--- src/rtl/ctcgd_pkg.sv ---
// ----------------------------------------------------------------------------
// ctcgd_pkg
// Shared types, widths and codes of the CTC greedy decoder.
// ----------------------------------------------------------------------------
package ctcgd_pkg;

  localparam int SCORE_W    = 16;
  localparam int LABEL_W    = 13;
  localparam int KIND_W     = 2;
  localparam int COUNT_W    = 9;
  localparam int TOTAL_W    = 25;
  localparam int WINNER_W   = 14;
  localparam int DIVIDEND_W = TOTAL_W + 1;
  localparam int ITER_W     = $clog2(DIVIDEND_W + 1);

  localparam int DEF_MAX_CLASSES = 8192;
  localparam int DEF_QUEUE_DEPTH = 4;

  localparam logic [WINNER_W-1:0] WINNER_NONE = '1;
  localparam logic [COUNT_W-1:0]  COUNT_MAX   = '1;

  localparam logic signed [TOTAL_W:0] TOTAL_MAX = 26'sd16777215;
  localparam logic signed [TOTAL_W:0] TOTAL_MIN = -26'sd16777216;

  // Result kinds.
  localparam logic [KIND_W-1:0] KIND_CHAR    = 2'd0;
  localparam logic [KIND_W-1:0] KIND_SPACE   = 2'd1;
  localparam logic [KIND_W-1:0] KIND_SUMMARY = 2'd2;

  // Register indexes.
  localparam logic REG_LABEL_COUNT = 1'b0;

  // One finished row as handed from the front to the back.
  typedef struct packed {
    logic                      emit;
    logic                      seq_end;
    logic [KIND_W-1:0]         kind;
    logic [LABEL_W-1:0]        label_index;
    logic signed [SCORE_W-1:0] token_score;
  } rec_t;

  typedef struct packed {
    logic                  start;
    logic [DIVIDEND_W-1:0] dividend;
    logic [COUNT_W-1:0]    divisor;
  } div_req_t;

  typedef struct packed {
    logic                  done;
    logic [DIVIDEND_W-1:0] quotient;
  } div_rsp_t;

endpackage

--- src/rtl/ctc_greedy_decoder_core.sv ---
// ----------------------------------------------------------------------------
// ctc_greedy_decoder_core
// CTC greedy best-path decoder over a stream of Q4.12 class scores.
// Takes one score beat per cycle while in_ready is high; a token passes from
// the beat that ends its row through the row queue and the output registers.
// A summary waits on the bit-serial mean divider (one quotient bit a cycle).
// Queue depth rows may finish meanwhile before in_ready drops.
// Synchronous active-low reset clears the row state, the totals and label_count.
// ----------------------------------------------------------------------------
module ctc_greedy_decoder_core #(
  parameter int MAX_CLASSES = ctcgd_pkg::DEF_MAX_CLASSES,
  parameter int QUEUE_DEPTH = ctcgd_pkg::DEF_QUEUE_DEPTH
) (
  input  logic                                 clk,
  input  logic                                 rst_n,
  input  logic                                 psel,
  input  logic                                 penable,
  input  logic                                 pwrite,
  input  logic [2:0]                           paddr,
  input  logic [31:0]                          pwdata,
  output logic [31:0]                          prdata,
  output logic                                 pready,
  input  logic                                 in_valid,
  output logic                                 in_ready,
  input  logic signed [ctcgd_pkg::SCORE_W-1:0] in_class_score,
  input  logic                                 in_row_end,
  input  logic                                 in_sequence_end,
  output logic                                 out_valid,
  input  logic                                 out_ready,
  output logic [ctcgd_pkg::KIND_W-1:0]         out_kind,
  output logic [ctcgd_pkg::LABEL_W-1:0]        out_label_index,
  output logic signed [ctcgd_pkg::SCORE_W-1:0] out_token_score,
  output logic signed [ctcgd_pkg::SCORE_W-1:0] out_mean_confidence,
  output logic [ctcgd_pkg::COUNT_W-1:0]        out_emitted_count,
  output logic                                 out_last
);
  import ctcgd_pkg::*;

  logic [LABEL_W-1:0] label_count_r;
  logic               cfg_write;
  logic               q_ready;
  logic               q_push;
  rec_t               q_rec;
  logic               rd_valid;
  rec_t               rd_rec;
  logic               pop;

  assign pready    = 1'b1;
  assign cfg_write = psel && penable && pwrite && pready;
  assign prdata    = (paddr[2] == REG_LABEL_COUNT) ? 32'(label_count_r) : '0;

  always_ff @(posedge clk) begin
    if (!rst_n) begin
      label_count_r <= '0;
    end else if (cfg_write && (paddr[2] == REG_LABEL_COUNT)) begin
      label_count_r <= pwdata[LABEL_W-1:0];
    end
  end

  ctcgd_front #(
    .MAX_CLASSES (MAX_CLASSES)
  ) u_front (
    .clk             (clk),
    .rst_n           (rst_n),
    .in_valid        (in_valid),
    .in_ready        (in_ready),
    .in_class_score  (in_class_score),
    .in_row_end      (in_row_end),
    .in_sequence_end (in_sequence_end),
    .label_count     (label_count_r),
    .q_ready         (q_ready),
    .q_push          (q_push),
    .q_rec           (q_rec)
  );

  ctcgd_fifo #(
    .DEPTH (QUEUE_DEPTH)
  ) u_fifo (
    .clk      (clk),
    .rst_n    (rst_n),
    .push     (q_push),
    .wr_rec   (q_rec),
    .wr_ready (q_ready),
    .pop      (pop),
    .rd_valid (rd_valid),
    .rd_rec   (rd_rec)
  );

  ctcgd_back u_back (
    .clk                 (clk),
    .rst_n               (rst_n),
    .rd_valid            (rd_valid),
    .rd_rec              (rd_rec),
    .pop                 (pop),
    .out_valid           (out_valid),
    .out_ready           (out_ready),
    .out_kind            (out_kind),
    .out_label_index     (out_label_index),
    .out_token_score     (out_token_score),
    .out_mean_confidence (out_mean_confidence),
    .out_emitted_count   (out_emitted_count),
    .out_last            (out_last)
  );

endmodule

--- src/rtl/ctcgd_front.sv ---
// ----------------------------------------------------------------------------
// ctcgd_front
// Running arg-max over the scores of a row, and token classification at the
// end of each row against the previous winner and the label count.
// ----------------------------------------------------------------------------
module ctcgd_front #(
  parameter int MAX_CLASSES = ctcgd_pkg::DEF_MAX_CLASSES
) (
  input  logic                               clk,
  input  logic                               rst_n,
  input  logic                               in_valid,
  output logic                               in_ready,
  input  logic signed [ctcgd_pkg::SCORE_W-1:0] in_class_score,
  input  logic                               in_row_end,
  input  logic                               in_sequence_end,
  input  logic [ctcgd_pkg::LABEL_W-1:0]      label_count,
  input  logic                               q_ready,
  output logic                               q_push,
  output ctcgd_pkg::rec_t                    q_rec
);
  import ctcgd_pkg::*;

  localparam int CLS_W = (MAX_CLASSES > 2) ? $clog2(MAX_CLASSES) : 1;
  localparam int WW    = ((CLS_W > WINNER_W) ? CLS_W : WINNER_W) + 1;
  localparam logic [CLS_W-1:0] POS_LAST = CLS_W'(MAX_CLASSES - 1);

  logic signed [SCORE_W-1:0] best_value_r, best_value_nxt;
  logic [CLS_W-1:0]          best_class_r, best_class_nxt;
  logic [CLS_W-1:0]          class_pos_r, class_pos_nxt;
  logic [WINNER_W-1:0]       prev_winner_r, prev_winner_nxt;

  logic                      fire;
  logic                      take;
  logic signed [SCORE_W-1:0] cur_value;
  logic [CLS_W-1:0]          cur_class;
  logic [WW-1:0]             win_w;
  logic [WW-1:0]             prev_w;
  logic [WW-1:0]             lc_w;
  logic                      fresh;
  logic                      is_char;
  logic                      is_space;

  assign in_ready = q_ready;
  assign fire     = in_valid && in_ready;

  // The first score of a row always wins; later ones must be strictly greater.
  assign take      = (class_pos_r == '0) || (in_class_score > best_value_r);
  assign cur_value = take ? in_class_score : best_value_r;
  assign cur_class = take ? class_pos_r : best_class_r;

  assign win_w    = WW'(cur_class);
  assign prev_w   = WW'(prev_winner_r);
  assign lc_w     = WW'(label_count);
  assign fresh    = (win_w != '0) && (win_w != prev_w);
  assign is_char  = fresh && (win_w <= lc_w);
  assign is_space = fresh && (win_w == lc_w + WW'(1));

  always_comb begin
    best_value_nxt  = best_value_r;
    best_class_nxt  = best_class_r;
    class_pos_nxt   = class_pos_r;
    prev_winner_nxt = prev_winner_r;
    q_push          = 1'b0;
    q_rec.emit        = is_char || is_space;
    q_rec.seq_end     = in_sequence_end;
    q_rec.kind        = is_char ? KIND_CHAR : KIND_SPACE;
    q_rec.label_index = is_char ? LABEL_W'(win_w - WW'(1)) : '0;
    q_rec.token_score = cur_value;
    if (fire) begin
      if (in_row_end) begin
        best_value_nxt  = '0;
        best_class_nxt  = '0;
        class_pos_nxt   = '0;
        prev_winner_nxt = in_sequence_end ? WINNER_NONE : WINNER_W'(cur_class);
        q_push          = is_char || is_space || in_sequence_end;
      end else begin
        best_value_nxt = cur_value;
        best_class_nxt = cur_class;
        if (class_pos_r < POS_LAST) begin
          class_pos_nxt = class_pos_r + CLS_W'(1);
        end
      end
    end
  end

  always_ff @(posedge clk) begin
    if (!rst_n) begin
      best_value_r  <= '0;
      best_class_r  <= '0;
      class_pos_r   <= '0;
      prev_winner_r <= WINNER_NONE;
    end else begin
      best_value_r  <= best_value_nxt;
      best_class_r  <= best_class_nxt;
      class_pos_r   <= class_pos_nxt;
      prev_winner_r <= prev_winner_nxt;
    end
  end

endmodule

--- src/rtl/ctcgd_fifo.sv ---
// ----------------------------------------------------------------------------
// ctcgd_fifo
// Small register queue of finished rows between the front and the back.
// ----------------------------------------------------------------------------
module ctcgd_fifo #(
  parameter int DEPTH = ctcgd_pkg::DEF_QUEUE_DEPTH
) (
  input  logic            clk,
  input  logic            rst_n,
  input  logic            push,
  input  ctcgd_pkg::rec_t wr_rec,
  output logic            wr_ready,
  input  logic            pop,
  output logic            rd_valid,
  output ctcgd_pkg::rec_t rd_rec
);
  import ctcgd_pkg::*;

  localparam int PTR_W = (DEPTH > 2) ? $clog2(DEPTH) : 1;
  localparam int CNT_W = $clog2(DEPTH + 1);
  localparam logic [PTR_W-1:0] PTR_LAST = PTR_W'(DEPTH - 1);

  rec_t             mem_r [DEPTH];
  logic [PTR_W-1:0] wr_ptr_r, wr_ptr_nxt;
  logic [PTR_W-1:0] rd_ptr_r, rd_ptr_nxt;
  logic [CNT_W-1:0] count_r, count_nxt;
  logic             do_push;
  logic             do_pop;

  assign wr_ready = (count_r != CNT_W'(DEPTH));
  assign rd_valid = (count_r != '0);
  assign rd_rec   = mem_r[rd_ptr_r];
  assign do_push  = push && wr_ready;
  assign do_pop   = pop && rd_valid;

  always_comb begin
    wr_ptr_nxt = wr_ptr_r;
    rd_ptr_nxt = rd_ptr_r;
    count_nxt  = count_r;
    if (do_push) begin
      wr_ptr_nxt = (wr_ptr_r == PTR_LAST) ? '0 : wr_ptr_r + PTR_W'(1);
    end
    if (do_pop) begin
      rd_ptr_nxt = (rd_ptr_r == PTR_LAST) ? '0 : rd_ptr_r + PTR_W'(1);
    end
    if (do_push && !do_pop) begin
      count_nxt = count_r + CNT_W'(1);
    end else if (do_pop && !do_push) begin
      count_nxt = count_r - CNT_W'(1);
    end
  end

  always_ff @(posedge clk) begin
    if (!rst_n) begin
      wr_ptr_r <= '0;
      rd_ptr_r <= '0;
      count_r  <= '0;
    end else begin
      wr_ptr_r <= wr_ptr_nxt;
      rd_ptr_r <= rd_ptr_nxt;
      count_r  <= count_nxt;
    end
  end

  always_ff @(posedge clk) begin
    if (do_push) begin
      mem_r[wr_ptr_r] <= wr_rec;
    end
  end

endmodule

--- src/rtl/ctcgd_div.sv ---
// ----------------------------------------------------------------------------
// ctcgd_div
// Restoring unsigned divider, one quotient bit per cycle.
// ----------------------------------------------------------------------------
module ctcgd_div (
  input  logic                clk,
  input  logic                rst_n,
  input  ctcgd_pkg::div_req_t req,
  output ctcgd_pkg::div_rsp_t rsp
);
  import ctcgd_pkg::*;

  logic [DIVIDEND_W-1:0] quo_r;
  logic [COUNT_W-1:0]    rem_r;
  logic [COUNT_W-1:0]    divisor_r;
  logic [ITER_W-1:0]     iter_r;
  logic                  busy_r;
  logic                  done_r;
  logic [COUNT_W:0]      trial;
  logic                  fits;

  // The remainder stays below the divisor, so the shifted trial fits one more bit.
  assign trial = {rem_r, quo_r[DIVIDEND_W-1]};
  assign fits  = (trial >= {1'b0, divisor_r});

  assign rsp.done     = done_r;
  assign rsp.quotient = quo_r;

  always_ff @(posedge clk) begin
    if (!rst_n) begin
      busy_r <= 1'b0;
      done_r <= 1'b0;
      iter_r <= '0;
    end else begin
      done_r <= 1'b0;
      if (req.start) begin
        busy_r <= 1'b1;
        iter_r <= ITER_W'(DIVIDEND_W);
      end else if (busy_r) begin
        iter_r <= iter_r - ITER_W'(1);
        if (iter_r == ITER_W'(1)) begin
          busy_r <= 1'b0;
          done_r <= 1'b1;
        end
      end
    end
  end

  always_ff @(posedge clk) begin
    if (req.start) begin
      quo_r     <= req.dividend;
      rem_r     <= '0;
      divisor_r <= req.divisor;
    end else if (busy_r) begin
      quo_r <= {quo_r[DIVIDEND_W-2:0], fits};
      rem_r <= fits ? COUNT_W'(trial - {1'b0, divisor_r}) : COUNT_W'(trial);
    end
  end

endmodule

--- src/rtl/ctcgd_back.sv ---
// ----------------------------------------------------------------------------
// ctcgd_back
// Emits tokens, keeps the saturating score sum and token count, and builds
// the end-of-sequence summary with the rounded mean score.
// ----------------------------------------------------------------------------
module ctcgd_back (
  input  logic                                 clk,
  input  logic                                 rst_n,
  input  logic                                 rd_valid,
  input  ctcgd_pkg::rec_t                      rd_rec,
  output logic                                 pop,
  output logic                                 out_valid,
  input  logic                                 out_ready,
  output logic [ctcgd_pkg::KIND_W-1:0]         out_kind,
  output logic [ctcgd_pkg::LABEL_W-1:0]        out_label_index,
  output logic signed [ctcgd_pkg::SCORE_W-1:0] out_token_score,
  output logic signed [ctcgd_pkg::SCORE_W-1:0] out_mean_confidence,
  output logic [ctcgd_pkg::COUNT_W-1:0]        out_emitted_count,
  output logic                                 out_last
);
  import ctcgd_pkg::*;

  localparam logic [1:0] ST_IDLE  = 2'd0;
  localparam logic [1:0] ST_START = 2'd1;
  localparam logic [1:0] ST_DIV   = 2'd2;
  localparam logic [1:0] ST_SUM   = 2'd3;

  logic [1:0]                state_r, state_nxt;
  logic signed [TOTAL_W-1:0] total_r, total_nxt;
  logic [COUNT_W-1:0]        count_r, count_nxt;
  logic                      out_valid_r, out_valid_nxt;
  logic [KIND_W-1:0]         kind_r;
  logic [LABEL_W-1:0]        label_r;
  logic signed [SCORE_W-1:0] token_r;
  logic signed [SCORE_W-1:0] mean_r;
  logic [COUNT_W-1:0]        emitted_r;
  logic                      last_r;

  logic                      out_free;
  logic                      load_token;
  logic                      load_sum;
  logic signed [TOTAL_W:0]   tot_ext;
  logic signed [TOTAL_W:0]   sum;
  logic [DIVIDEND_W-1:0]     magnitude;
  logic [SCORE_W-1:0]        mean_val;
  div_req_t                  div_req;
  div_rsp_t                  div_rsp;

  ctcgd_div u_div (
    .clk   (clk),
    .rst_n (rst_n),
    .req   (div_req),
    .rsp   (div_rsp)
  );

  assign out_free = !out_valid_r || out_ready;
  assign tot_ext  = {total_r[TOTAL_W-1], total_r};
  assign sum      = tot_ext + (TOTAL_W+1)'(rd_rec.token_score);

  // Rounding to nearest, halves away from zero: divide |total| + count/2.
  assign magnitude = tot_ext[TOTAL_W] ? DIVIDEND_W'(-tot_ext) : DIVIDEND_W'(tot_ext);
  assign div_req.start    = (state_r == ST_START);
  assign div_req.dividend = magnitude + DIVIDEND_W'(count_r >> 1);
  assign div_req.divisor  = count_r;

  always_comb begin
    if (count_r == '0) begin
      mean_val = '0;
    end else if (total_r[TOTAL_W-1]) begin
      mean_val = SCORE_W'(~div_rsp.quotient + DIVIDEND_W'(1));
    end else begin
      mean_val = SCORE_W'(div_rsp.quotient);
    end
  end

  always_comb begin
    state_nxt  = state_r;
    total_nxt  = total_r;
    count_nxt  = count_r;
    pop        = 1'b0;
    load_token = 1'b0;
    load_sum   = 1'b0;
    unique case (state_r)
      ST_IDLE: begin
        if (rd_valid) begin
          if (rd_rec.emit) begin
            if (out_free) begin
              load_token = 1'b1;
              pop        = 1'b1;
              if (sum > TOTAL_MAX) begin
                total_nxt = TOTAL_MAX[TOTAL_W-1:0];
              end else if (sum < TOTAL_MIN) begin
                total_nxt = TOTAL_MIN[TOTAL_W-1:0];
              end else begin
                total_nxt = sum[TOTAL_W-1:0];
              end
              if (count_r != COUNT_MAX) begin
                count_nxt = count_r + COUNT_W'(1);
              end
              if (rd_rec.seq_end) begin
                state_nxt = ST_START;
              end
            end
          end else begin
            pop = 1'b1;
            if (rd_rec.seq_end) begin
              state_nxt = ST_START;
            end
          end
        end
      end
      ST_START: begin
        state_nxt = ST_DIV;
      end
      ST_DIV: begin
        if (div_rsp.done) begin
          state_nxt = ST_SUM;
        end
      end
      ST_SUM: begin
        if (out_free) begin
          load_sum  = 1'b1;
          total_nxt = '0;
          count_nxt = '0;
          state_nxt = ST_IDLE;
        end
      end
      default: begin
        state_nxt = ST_IDLE;
      end
    endcase
  end

  always_comb begin
    out_valid_nxt = out_valid_r;
    if (load_token || load_sum) begin
      out_valid_nxt = 1'b1;
    end else if (out_ready) begin
      out_valid_nxt = 1'b0;
    end
  end

  always_ff @(posedge clk) begin
    if (!rst_n) begin
      state_r     <= ST_IDLE;
      total_r     <= '0;
      count_r     <= '0;
      out_valid_r <= 1'b0;
    end else begin
      state_r     <= state_nxt;
      total_r     <= total_nxt;
      count_r     <= count_nxt;
      out_valid_r <= out_valid_nxt;
    end
  end

  always_ff @(posedge clk) begin
    if (load_token) begin
      kind_r    <= rd_rec.kind;
      label_r   <= rd_rec.label_index;
      token_r   <= rd_rec.token_score;
      mean_r    <= '0;
      emitted_r <= '0;
      last_r    <= !rd_rec.seq_end;
    end else if (load_sum) begin
      kind_r    <= KIND_SUMMARY;
      label_r   <= '0;
      token_r   <= '0;
      mean_r    <= mean_val;
      emitted_r <= count_r;
      last_r    <= 1'b1;
    end
  end

  assign out_valid           = out_valid_r;
  assign out_kind            = kind_r;
  assign out_label_index     = label_r;
  assign out_token_score     = token_r;
  assign out_mean_confidence = mean_r;
  assign out_emitted_count   = emitted_r;
  assign out_last            = last_r;

endmodule
--- config.mk ---
export PLATFORM = sky130hd
export DESIGN_NAME = ctc_greedy_decoder_core
export DESIGN_NICKNAME = d
export VERILOG_FILES = /design/src/rtl/ctcgd_pkg.sv /design/src/rtl/ctc_greedy_decoder_core.sv /design/src/rtl/ctcgd_front.sv /design/src/rtl/ctcgd_fifo.sv /design/src/rtl/ctcgd_div.sv /design/src/rtl/ctcgd_back.sv
export SDC_FILE = /design/constraint.sdc
export NUM_CORES = 1
export LEC_CHECK = 0
export ABC_CLOCK_PERIOD_IN_PS = 8600
export BUFFER_PORTS_ARGS = -buffer_cell sky130_fd_sc_hd__buf_2
export CORE_UTILIZATION = 45
export DETAILED_ROUTE_END_ITERATION = 8
export PLACE_DENSITY_LB_ADDON = 0.08
export SETUP_SLACK_MARGIN = 0.1
export SLEW_MARGIN = 20
export SYNTH_ARGS = -nofsm -noshare
export SYNTH_HDL_FRONTEND = slang
export SYNTH_SLANG_ARGS = --single-unit
--- constraint.sdc ---
create_clock -name clk -period 8.6 [get_ports clk]
set_input_delay 2.15 -clock clk [delete_from_list [all_inputs] [get_ports clk]]
set_output_delay 2.15 -clock clk [all_outputs]
set_load 0.01 [all_outputs]
==> results.env <==
FINAL_ROUTED_WIRE_LENGTH_DIVIDED_BY_CELL_COUNT_UM=17.4
FAILED_CHECKS='DRC'
CPLARGESTDELAYFAMILY='compound AO/OA/AOI/OAI gates'
CLOCK_TREE_SINKS=351
CRITICAL_PATH.MOST_COMMON_CELL='a21oi_1'
CLOCK_TREE.HTREE_LEVEL_COUNT=2
DRC=1
NUM_ANTENNA_CELLS=0
FINALWIRELENGTH_MM=42.8
DRIVE_ABOVE_1_SHARE_PCT=14.8
TIMING.FINAL.MAX_SLEW_VIOLATIONS=0
YOSYSWARNINGCOUNT=0
OUTCOME='finished with violations'
POST-LAYOUT-TOTAL-POWER_uW=6170
SYNTH-EDFF-COUNT=195
GRT_ANTENNA_BEFORE_REPAIR=0
CTS_ROOT_BUF='clkbuf_16'
CLOCK_INSERTION_DELAY_WORST_SKEW_NS=0.57
INITIAL_UTILIZATION_PCT=45.6
DIE_X_UM=205
CRIT_PATH_END_KIND='flop'
CRIT_PATH_MAX_FANOUT=15
VIASPERCELL=5.41
WORST_MARGIN_PIN_SLEW_NS=1.07
WORSTPATHCELLLIST='buf_2, ha_1, nand4_1, or4_1, a21oi_1, o31ai_4, nand3_2, mux2i_1, inv_1, ha_1, a21o_1, a21oi_1, or2_2, nand3_1, a21oi_1, a31oi_1, o22ai_1, o311a_1, ha_1, inv_1, fa_1, xor2_1, or3_1, a21oi_1'
TIMING.FINAL.HOLD_VIOLATIONS=0
TIMING.CRITICAL_PATH.SLOWEST_CELL_DELAY_NS=0.60
FINAL.PERIOD_UTILIZATION_PCT=84.4
YS_SEQ_AREA_SHARE_PCT=48.3
CELLPOWERDENSITY_mW_PER_MM2=294
ANT_NETS=0
WORST_EP_REQUIRED_TIME_NS=9.09
PATH_CLASS='in2reg'
FRACTION_OF_SYNTHESIZED_AREA_IN_MULTIPLEXERS_PCT=6.72
FP.DIEAREA_SQ_MM=0.0422
WORST-ENDPOINT-ARRIVAL_NS=7.75
FINALCLOCKSKEW_NS=0.0278
SYN-CELL-AREA_SQ_MM=0.0186
DIE_Y_UM=205
UNREPAIRED_SETUP_ENDPOINTS_AFTER_GLOBAL_ROUTING='no'
SYNTH-COMPOUND-AREA-SHARE_PCT=13.5
FRACTION_OF_REGISTERS_WITH_ASYNC_SET_OR_RESET_AFTER_SYNTHESIS_PCT=0
FILLER_CELL_COUNT=3644
GLOBAL_ROUTE.OVERFLOW_TOTAL=0
P_LEAK_uW=0.00815
POST_CTS_BUFFERS=0
MIN-DELAY-PATH-CLASS='reg2reg'
CLK_PATH_BUF_DEPTH=3
IOS=152
HPWLAFTERDP_MM=30.4
POSTSYNTHREGISTERBITS=351
FIN_CRIT_NS=7.26
TRITONCTS='built'
SYNTH_FA_HA_AREA_SHARE_PCT=6.55
SYNTH_XOR_XNOR_AREA_SHARE_PCT=6.78
POST_CTS_SIZING_COUNT=0
CELL_TYPES_OCCUPYING_THE_MOST_AREA_AFTER_SYNTHESIS='edfxtp_1 31%, dfxtp_1 17%, ha_1 6.1%'
TIMING.MAX_CAP.VIOLATIONS=0
FLOORPLAN.ROWS=74
GRT_START_MAX_NET_PINS=51
GP_ROUTABILITY_CONGESTION=0.875
FIN_NETS=2047
CLOCK_BUFFERS_CREATED_BY_TRITONCTS=40
SYNTH_TOP_CELL_BY_AREA='edfxtp_1'
CP_NUM_BUF_INV=3
SYNTH_TOP_AREA_SHARE_PCT=31.5
CTS.CLK_SLEW.WORST_PATHS_NS=0.06
WORST_PATH_CELL_WITH_THE_LONGEST_STAGE_DELAY='or4_1'
GRT_UTIL_ALL_LAYERS_PCT=20.9
DETAILEDROUTE.FIRSTITERATIONVIOLATIONS=617
WORST_SETUP_PATH_START_KIND='input pin'
SYNTH_CELLS=1795
MAX_FREQ_MHz=138
HOLD_BUFFER_COUNT_AT_CTS=0
SETUP_VIOL_COUNT_FINAL=0
VIAS_IN_THE_FIRST_GLOBAL_ROUTE=13021
VDD.IR_DROP.WORST_V=0.000146
GRT_FIRST_PASS_WIRELENGTH_MM=69.9
CORE_SQ_MM=0.0408
YOSYS.CELL_TYPES.COUNT=77
MAX_SLEW_MARGIN_PCT=28.8
FIN_SETUP_TNS_NS=0
NUMPORTBUFFERS=110
AREA.GROWTH.SYNTH_TO_FINAL_PCT=12.7
ROUTED-VIA-COUNT=13293
SYNTH-SIMPLE-AREA-SHARE_PCT=14.0
SYNTH_TOP_FLOP_CELL='edfxtp_1'
FIN_HOLD_WS_NS=0.454
SYNTH_TOP_FAMILY_BY_AREA='simple AND/OR/NAND/NOR gates'
FIRST_PASS_ITERATION_COUNT_OF_THE_DETAILED_ROUTER=7
SYNTH.AVG_CELL_AREA_SQ_UM=10.4
-- final cells by class --
type,instances,area (sq um),share of cell area (%)
repair buffers,134,756,3.60
flip-flops and latches,351,8980,42.8
clock buffers,49,1100,5.23
inverters,83,312,1.49
multi-input cells,1282,8940,42.7
well taps,532,666,3.17
clock inverters,25,214,1.02
-- Yosys cell counts (7+ instances only) --
cell and count:
or4_1 7, and2_1 37, ha_1 91, buf_1 10
o21a_1 8, nor2_1 141, mux4_2 32, o22ai_1 15
a31oi_1 30, nand2b_1 12, mux2i_1 20, a22o_1 17
nor2b_1 18, xnor2_1 83, nand2_1 202, a21oi_1 99
a21o_1 35, buf_4 21, or3_1 14, xor2_1 61
mux2_2 27, dfxtp_1 156, edfxtp_1 195, nor3_1 27
o21ai_0 76, a211oi_1 13, inv_1 80, a22oi_1 30
o21bai_1 9, o31ai_1 10, nand4_1 24, nor4_1 11
clkbuf_1 61, and3_1 12, nand3_1 24
-- layer usage --
layer / track usage [%] / vias to the layer above / share of wire, %
li1: - / 6657 / -
met1: 27.0 / 6394 / 46
met2: 35.8 / 189 / 49
met3: 2.85 / 53 / 3.0
met4: 6.96 / 0 / 2.4
met5: 0 / - / 0
-- layout by cell type (no fill, tap or decap), drive strengths merged, types with 5 or more instances in the layout --
master / synthesis / routed
a2111oi: 7 / 7
a211oi: 13 / 13
a21o: 35 / 35
a21oi: 99 / 99
a22o: 17 / 17
a22oi: 30 / 30
a31oi: 30 / 30
and2: 37 / 37
and3: 12 / 12
buf: 36 / 134
clkbuf: 61 / 49
clkinv: 1 / 18
conb: 2 / 20
dfxtp: 156 / 156
edfxtp: 195 / 195
ha: 91 / 91
inv: 82 / 85
mux2: 28 / 28
mux2i: 21 / 21
mux4: 32 / 32
nand2: 204 / 204
nand2b: 12 / 12
nand3: 25 / 25
nand4: 24 / 24
nor2: 142 / 142
nor2b: 18 / 18
nor3: 27 / 27
nor4: 11 / 11
o2111ai: 5 / 5
o21a: 8 / 8
o21ai: 82 / 82
o21bai: 9 / 9
o22ai: 15 / 15
o31ai: 12 / 12
o41ai: 6 / 6
or3: 14 / 14
or4: 9 / 9
xnor2: 83 / 83
xor2: 61 / 61
-- worst register-to-register path: stages (launching register included) --
cell and delay (ns):
dfxtp_1 0.32, inv_1 0.05, ha_1 0.32, nand4_1 0.19, or4_1 0.60, a21oi_1 0.29, o31ai_4 0.16, nand3_2 0.33
mux2i_1 0.42, inv_1 0.16, ha_1 0.32, a21o_1 0.16, a21oi_1 0.19, or2_2 0.15, nand3_1 0.08, a21oi_1 0.14
a31oi_1 0.06, o22ai_1 0.24, o311a_1 0.39, ha_1 0.25, inv_1 0.06, fa_1 0.38, xor2_1 0.17, or3_1 0.32
a21oi_1 0.14
-- where the power goes --
group          internal (uW)  leakage (uW)  total [uW]  switching [uW]
clock network           1000      0.000653        1700             697
logic                    867       0.00442        2090            1220
registers               2150       0.00308        2380             234
-- worst paths after layout --
kind,from,to,slack (ns),cells past startpoint
setup / recovery,in_class_score[15],u_fifo.count_r[2],1.34,24
hold / removal,u_back.out_emitted_count[6],u_back.out_emitted_count[6],0.45,2
setup reg to reg,u_front.best_value_r[15],u_fifo.count_r[2],2.66,24
hold reg to reg,u_back.out_emitted_count[6],u_back.out_emitted_count[6],0.45,2
-- state kept, by name (all words and copies together), names as in the netlist, 2 cells and up, named ones only --
register	cells
u_fifo.mem_r	128
u_back.u_div.quo_r	26
u_back.total_r	25
u_back.out_mean_confidence	16
u_back.out_token_score	16
u_front.best_value_r	16
u_front.prev_winner_r	14
label_count_r	13
u_back.out_label_index	13
u_front.best_class_r	13
u_front.class_pos_r	13
u_back.count_r	9
u_back.out_emitted_count	9
u_back.u_div.divisor_r	9
u_back.u_div.rem_r	9
u_back.u_div.iter_r	5
u_fifo.count_r	3
u_back.out_kind	2
u_back.state_r	2
u_fifo.rd_ptr_r	2
u_fifo.wr_ptr_r	2
-- cells by family after synthesis --
family                   after synthesis
AO/OA/AOI/OAI                        388
other                                  2
XOR/XNOR                             144
AND/OR/NAND/NOR                      554
buffers and inverters                180
flip-flops                           351
adder cells (fa/ha/maj)               95
multiplexers                          81
-- per-stage QoR --
step                std cells  worst slack (ns)  cell area (sq um)  util (%)
global placement         2382             0.900              19700      48.1
global route             2456             0.932              21000      51.3
detailed placement       2382             0.785              19700      48.1
finish                   2456              1.34              21000      51.3
CTS                      2456              1.36              21000      51.3
floorplan                1813              1.55              18700         -
Power figures use the tool's default switching activity.
